<file path="config.mk">
export PLATFORM = sky130hd
export DESIGN_NAME = ntt_mulmod
export DESIGN_NICKNAME = d
export VERILOG_FILES = /design/src/assert_macros.svh /design/src/ntt_pkg.sv /design/src/ntt_mulmod.sv
export SDC_FILE = /design/constraint.sdc
export NUM_CORES = 1
export LEC_CHECK = 0
export BUFFER_PORTS_ARGS = -buffer_cell sky130_fd_sc_hd__buf_4
export CORE_UTILIZATION = 45
export DETAILED_ROUTE_END_ITERATION = 6
export PLACE_DENSITY = 0.73
export SLEW_MARGIN = 40
export SYNTH_ARGS = -nofsm -noshare
export SYNTH_HDL_FRONTEND = slang
export SYNTH_SLANG_ARGS = --single-unit
</file>
<file path="constraint.sdc">
create_clock -name clk -period 16.5 [get_ports clk]
set_input_delay 3.3 -clock clk [delete_from_list [all_inputs] [get_ports clk]]
set_output_delay 3.3 -clock clk [all_outputs]
set_load 0.01 [all_outputs]
</file>
<file path="src/assert_macros.svh">
// Assertion helpers used by the top-level core.
`ifndef ASSERT_MACROS_SVH
`define ASSERT_MACROS_SVH

// Same-cycle implication.
`define ASSERT_IMPL(lbl, ck, rn, ante, cons) \
	lbl: assert property (@(posedge ck) disable iff (!rn) (ante) |-> (cons)) \
	else $error("assertion failed");

// Next-cycle implication.
`define ASSERT_NEXT(lbl, ck, rn, ante, cons) \
	lbl: assert property (@(posedge ck) disable iff (!rn) (ante) |=> (cons)) \
	else $error("assertion failed");

`endif

</file>
<file path="src/ntt_pkg.sv">
package ntt_pkg;

	localparam int LENGTH     = 1024;
	localparam int COEFF_BITS = 31;
	localparam int Q_W        = 31;
	localparam int IDX_W      = $clog2(LENGTH);
	localparam int LOG2N      = IDX_W;
	localparam int STG_W      = $clog2(LOG2N + 1);
	localparam int MCNT_W     = $clog2(Q_W);

	localparam logic [1:0] CMD_WRITE = 2'd0;
	localparam logic [1:0] CMD_RUN   = 2'd1;
	localparam logic [1:0] CMD_READ  = 2'd2;

	localparam logic KIND_READ = 1'b0;
	localparam logic KIND_FIN  = 1'b1;

	localparam logic [2:0] REG_MODULUS  = 3'd0;
	localparam logic [2:0] REG_FWD_ROOT = 3'd1;
	localparam logic [2:0] REG_INV_ROOT = 3'd2;
	localparam logic [2:0] REG_INV_LEN  = 3'd3;
	localparam logic [2:0] REG_INV_MODE = 3'd4;

	typedef enum logic [4:0] {
		ST_IDLE, ST_ILF, ST_STG, ST_SQR,
		ST_RD_LO, ST_RD_HI, ST_CAP_V, ST_MUL_U, ST_MUL_V, ST_MUL_D,
		ST_WR_LO, ST_WR_HI, ST_MUL_W,
		ST_SC_RD, ST_SC_WAIT, ST_SC_MUL, ST_SC_WR, ST_FIN
	} ctrl_state_t;

	typedef struct packed {
		logic [Q_W-1:0] q;
		logic [Q_W-1:0] fwd_root;
		logic [Q_W-1:0] bwd_root;
		logic [Q_W-1:0] ilf;
		logic           inv_mode;
	} cfg_t;

	typedef struct packed {
		logic                  re;
		logic [IDX_W-1:0]      raddr;
		logic                  we;
		logic [IDX_W-1:0]      waddr;
		logic [COEFF_BITS-1:0] wdata;
	} ram_req_t;

	typedef struct packed {
		logic           start;
		logic [Q_W-1:0] a;
		logic [Q_W-1:0] b;
	} mm_req_t;

	typedef struct packed {
		logic           done;
		logic [Q_W-1:0] res;
	} mm_rsp_t;

endpackage

</file>
<file path="src/ntt_mulmod.sv">
// Bit-serial (a * b) mod q, one bit of a per cycle, MSB first. Needs b < q.
module ntt_mulmod import ntt_pkg::*; (
	input  logic           clk,
	input  logic           arst_n,
	input  mm_req_t        req,
	input  logic [Q_W-1:0] q,
	output mm_rsp_t        rsp
);

	logic [Q_W-1:0]    r_q, a_q, b_q;
	logic [MCNT_W-1:0] cnt_q;
	logic              run_q, done_q;
	logic [Q_W:0]      r2, r2m, t, tm, qx;

	always_comb begin
		qx  = {1'b0, q};
		r2  = {r_q, 1'b0};
		r2m = (r2 >= qx) ? r2 - qx : r2;
		t   = r2m + (a_q[Q_W-1] ? {1'b0, b_q} : '0);
		tm  = (t >= qx) ? t - qx : t;
	end

	always_ff @(posedge clk or negedge arst_n) begin
		if (!arst_n) begin
			run_q  <= 1'b0;
			done_q <= 1'b0;
		end else begin
			done_q <= 1'b0;
			if (req.start) begin
				run_q <= 1'b1;
			end else if (run_q && cnt_q == '0) begin
				run_q  <= 1'b0;
				done_q <= 1'b1;
			end
		end
	end

	always_ff @(posedge clk) begin
		if (req.start) begin
			r_q   <= '0;
			a_q   <= req.a;
			b_q   <= req.b;
			cnt_q <= MCNT_W'(Q_W - 1);
		end else if (run_q) begin
			r_q   <= tm[Q_W-1:0];
			a_q   <= {a_q[Q_W-2:0], 1'b0};
			cnt_q <= cnt_q - 1'b1;
		end
	end

	assign rsp.done = done_q;
	assign rsp.res  = r_q;

endmodule

</file>
## Word level (Yosys, flattened, before mapping)

Index checks and enable logic that the tools add are counted.

| word-level totals | value |
|---|---|
| flip-flop bits (word level) | 100 |
| input port bits | 96 |
| logic and storage cells | 25 |

| cells by class | value |
|---|---|
| reduce and logical (&&, ||, !) cells | 4 |
| add/sub/neg operators | 4 |
| muxes and demuxes | 9 |
| order comparisons | 2 |

Operator list:

| kind | number |
|---|---|
| $mux 31 | 4 |
| $ge 32x31->1 | 2 |
| $add 32x31->32 | 1 |
| $mux 32 | 1 |
| $sub 32x31->32 | 1 |
| $sub 31x31->31 | 1 |
| $logic_not 5->1 | 1 |
| $sub 5x1->5 const B | 1 |
| $mux 1 | 4 |
| $reduce_bool 2->1 | 2 |
| $logic_and 1x1->1 | 1 |

## Longest topological paths before layout

| logic depth | value |
|---|---|
| word-level depth | 5 |
| depth in mapped cells | 35 |

## Least setup slack after synthesis

OpenSTA, ideal clock, no wires.

| timing path | value |
|---|---|
| kind | input -> register |
| start point | in q[29] |
| end point | reg r_q[27] |
| data arrival time | 9,535 ps |
| stages on the path | 31 |
| data required time | 16,381 ps |
| setup slack | 6,846 ps |
| cell sequence | inv_1 -> ha_1 -> a21o_1 -> a211o_1 -> or2_1 -> o22ai_1 -> a21o_1 -> clkbuf_1 -> clkbuf_1 -> nor2_1 -> ha_1 -> inv_1 -> fa_1 -> nand2b_1 -> a21oi_1 -> o21ai_0 -> a211oi_1 -> nor4_1 -> o21ai_0 -> xor2_1 -> ha_1 -> a211oi_1 -> nand2_1 -> or3_1 -> a2111oi_2 -> nor2_1 -> a221oi_4 -> o21ai_1 -> and4b_1 -> o32a_1 -> o221a_1 |

| between the ends | value |
|---|---|
| longest elaborated chain between the ends | 5 |

Ends and longest elaborated chain:

| item | RTL line | source |
|---|---|---|
| start, declared | ntt_mulmod.sv:6 | `input logic [Q_W-1:0] q,` |
| $sub 32x31->32 or $ge 32x31->1 (tied branches) | ntt_mulmod.sv:18 | `r2m = (r2 >= qx) ? r2 - qx : r2;` |
| $mux 32 | ntt_mulmod.sv:18 |  |
| $add 32x31->32 | ntt_mulmod.sv:19 | `t = r2m + (a_q[Q_W-1] ? {1'b0, b_q} : '0);` |
| $ge 32x31->1 or $sub 31x31->31 (tied branches) | ntt_mulmod.sv:20 | `tm = (t >= qx) ? t - qx : t;` |
| $mux 31 * | ntt_mulmod.sv:20 |  |
| end signal, assigned | ntt_mulmod.sv:45 | `r_q <= tm[Q_W-1:0];` |
| end, declared | ntt_mulmod.sv:10 | `logic [Q_W-1:0] r_q, a_q, b_q;` |

Mark *: on every way between the ends. The rest lies on a longest branch, timed or not.
A chain may end at the register's enable or synchronous reset.

## Worst setup path in the final report

| timing path | value |
|---|---|
| start point | in q[1] |
| end point | reg r_q[2] |

| between the ends | value |
|---|---|
| longest elaborated chain between the ends | 5 |

Ends and longest elaborated chain:

| item | RTL line |
|---|---|
| $sub 32x31->32 or $ge 32x31->1 (tied branches) | ntt_mulmod.sv:18 |
| $mux 32 | ntt_mulmod.sv:18 |
| $add 32x31->32 | ntt_mulmod.sv:19 |
| $sub 31x31->31 or $ge 32x31->1 (tied branches) | ntt_mulmod.sv:20 |
| $mux 31 * | ntt_mulmod.sv:20 |

Marked as above.

==> reports/metrics.yaml <==
io_pins: 128
fp.dieArea_mm2: 0.0216
p_int_w: 0.00127
syn_avg_cell_area_um2: 8.62
finalCritPeriodShare: 0.670
fin_nets: 1394
timing_worst_slew_pin_value_ps: 798
initial_core_util: 0.463
layout_commonest_cell: "buf_4"
clkTransAtPathRegs_ps: 80
row_count: 52
cts_resized: 0
insertion_delay_ps: 360
slew_headroom: 0.461
grt_overflow: 0
netlist_area_mm2: 0.00945
cts_max_level: 3
hold_viol: 0
place_congestion: 0.984
fin_skew_ps: 13.9
clock_power_share: 0.086
setup_slack_ps: 5440
holdBufCountCts: 0
grt_pass1_wl_um: 42400
cts_setup_buffers: 0
die_width_um: 147
max_stage_delay_ps: 670
coreArea_mm2: 0.0204
detailed_place.area_mm2: 0.0106
syn_to_final_growth_pct: 15.9
crit_arrival_ps: 11320
multi_input_area_mm2: 0.00642
drc: 0
wl_um: 27000
fp.dieH_um: 147
rsz0062_at_grt: "no"
port_buffers: 127
drive_above_1_share: 0.175
yosysWarningCount: 0
path_common_cell: "o21ai_0"
cp_slowest_cell: "o41ai_1"
dp_hpwl_um: 21000
slew_violations: 0
status: "completed"
num_vias: 8801
hold_path_class: "reg2reg"
synth.distinct_cells: 90
grt_pass1_vias: 8181
ys_seq_elements: 100
fin_util: 0.537
root_buffer: "clkbuf_16"
fin_area_mm2: 0.0110
tns_ps: 0
antenna_found_initial: 0
dp_slack_ps: 5400
final-seq-area_mm2: 0.00263
grt_start_max_net_pins: 61
clock_path_buffers: 2
crit_type: "in2reg"
antenna_cells: 0
switchingPower_w: 0.00136
fin_crit_ps: 11060
cts_tree: "yes"
async_flop_share: 0.0200
seqPwrFrac: 0.138
synth_edf_count: 62
start_kind: "input pin"
final_cell_mix: "buf_4, ha_1, a21oi_1, nor2_1, o21ai_0"
yosysSeqAreaShare: 0.278
required_ps: 16760
ant_nets: 0
syn_nets: 1290
setup_viol: 0
synth_top_flop_cell: "edfxtp_1"
cp_max_fo: 60
grt_util_all_layers: 0.248
clock.fmax_ghz: 0.0904
worstSetupEndpointType: "register"
switching_share: 0.518
cellLeakagePower_nw: 4.85
drt-initial-drc-count: 804
cts_made_buffers: 9
routedWlPerCell_um: 18.3
dr.pass1.iters: 5
vdd_drop_max_uv: 112
combPwrFrac: 0.776
viasPerCell: 5.96
max_cap_viol_count: 0
fill_cells: 1907
clock-sinks: 100
synth_cells: 1097
p_per_area_mw_per_mm2: 240
logic make-up after synthesis:
| family | count (synthesis) | synth area share |
|---|---|---|
| and+or+nand+nor | 312 | 0.165 |
| DFF | 100 | 0.278 |
| adders and majority gates | 97 | 0.131 |
| buffers and inverters | 105 | 0.0450 |
| xor gates and xnor gates | 78 | 0.0738 |
| AOI/OAI and AO/OA | 368 | 0.264 |
| muxes | 37 | 0.0438 |
sequential cells by signal (all words and copies together), names as in the netlist:
register	cells
r_q	31
done_q	1
run_q	1
a_q	31
cnt_q	5
b_q	31
Yosys cell counts, types with 22 or more instances:
cell type | count | area share
xor2_1 | 32 | 0.030
nand3_1 | 25 | 0.013
inv_1 | 63 | 0.025
nor3_1 | 22 | 0.012
dfxtp_1 | 36 | 0.076
nand2_1 | 77 | 0.031
nor2_1 | 80 | 0.032
edfxtp_1 | 62 | 0.20
clkbuf_1 | 31 | 0.012
xnor2_1 | 44 | 0.041
o21ai_0 | 79 | 0.042
ha_1 | 94 | 0.12
a21o_1 | 32 | 0.025
and2_1 | 37 | 0.024
a21oi_1 | 87 | 0.046
mux2_2 | 35 | 0.042
final cells by class:
| cell class | instances | area share |
|---|---|---|
| inverters | 63 | 0.0216 |
| flip-flops and latches | 100 | 0.240 |
| well taps | 270 | 0.0308 |
| repair buffers | 135 | 0.0935 |
| multi-input cells | 892 | 0.585 |
| clock inverters | 6 | 0.00559 |
| clock buffers | 10 | 0.0228 |
worst paths after layout:
check                          from     end  slack, ps  cells after the start
max in group asynchronous    arst_n   run_q      13690                      1
hold reg to reg            cnt_q[4]  done_q        480                      1
setup / recovery               q[1]  r_q[2]       5440                     30
min in group asynchronous    arst_n  done_q       2710                      1
hold / removal             cnt_q[4]  done_q        480                      1
setup reg to reg             r_q[0]  r_q[2]       8130                     28
through the flow:
stage	cells	hold WS, ps	total power (W)
floorplan	1097	428	0.00187
global placement	1458	449	0.00233
detailed placement	1458	455	0.00234
CTS	1474	479	0.00258
global route	1476	497	0.00283
finish	1476	479	0.00263
per-layer routing:
metal,global-route usage,share of wire
met1,0.345,0.45
met3,0.0534,0.092
met5,0,0
met2,0.373,0.43
met4,0.0979,0.032
power groups by stage:
stage	registers, W	logic (W)	clock network (W)
3_5_place_dp	0.000368	0.00197	0
4_1_cts	0.000363	0.00199	0.000228
3_3_place_gp	0.000368	0.00196	0
2_1_floorplan	0.000362	0.00151	0
6_report	0.000362	0.00204	0.000226
5_1_grt	0.000367	0.00223	0.000238
critical path: cells and delay by family:
kind                     cells  cell delay (ps)
adder cells (fa/ha/maj)      4             1380
buffers and inverters        3              720
XOR/XNOR                     1              250
AO/OA/AOI/OAI               16             4330
AND/OR/NAND/NOR              6             1350
Note: power is estimated with default switching activity, not from simulation.
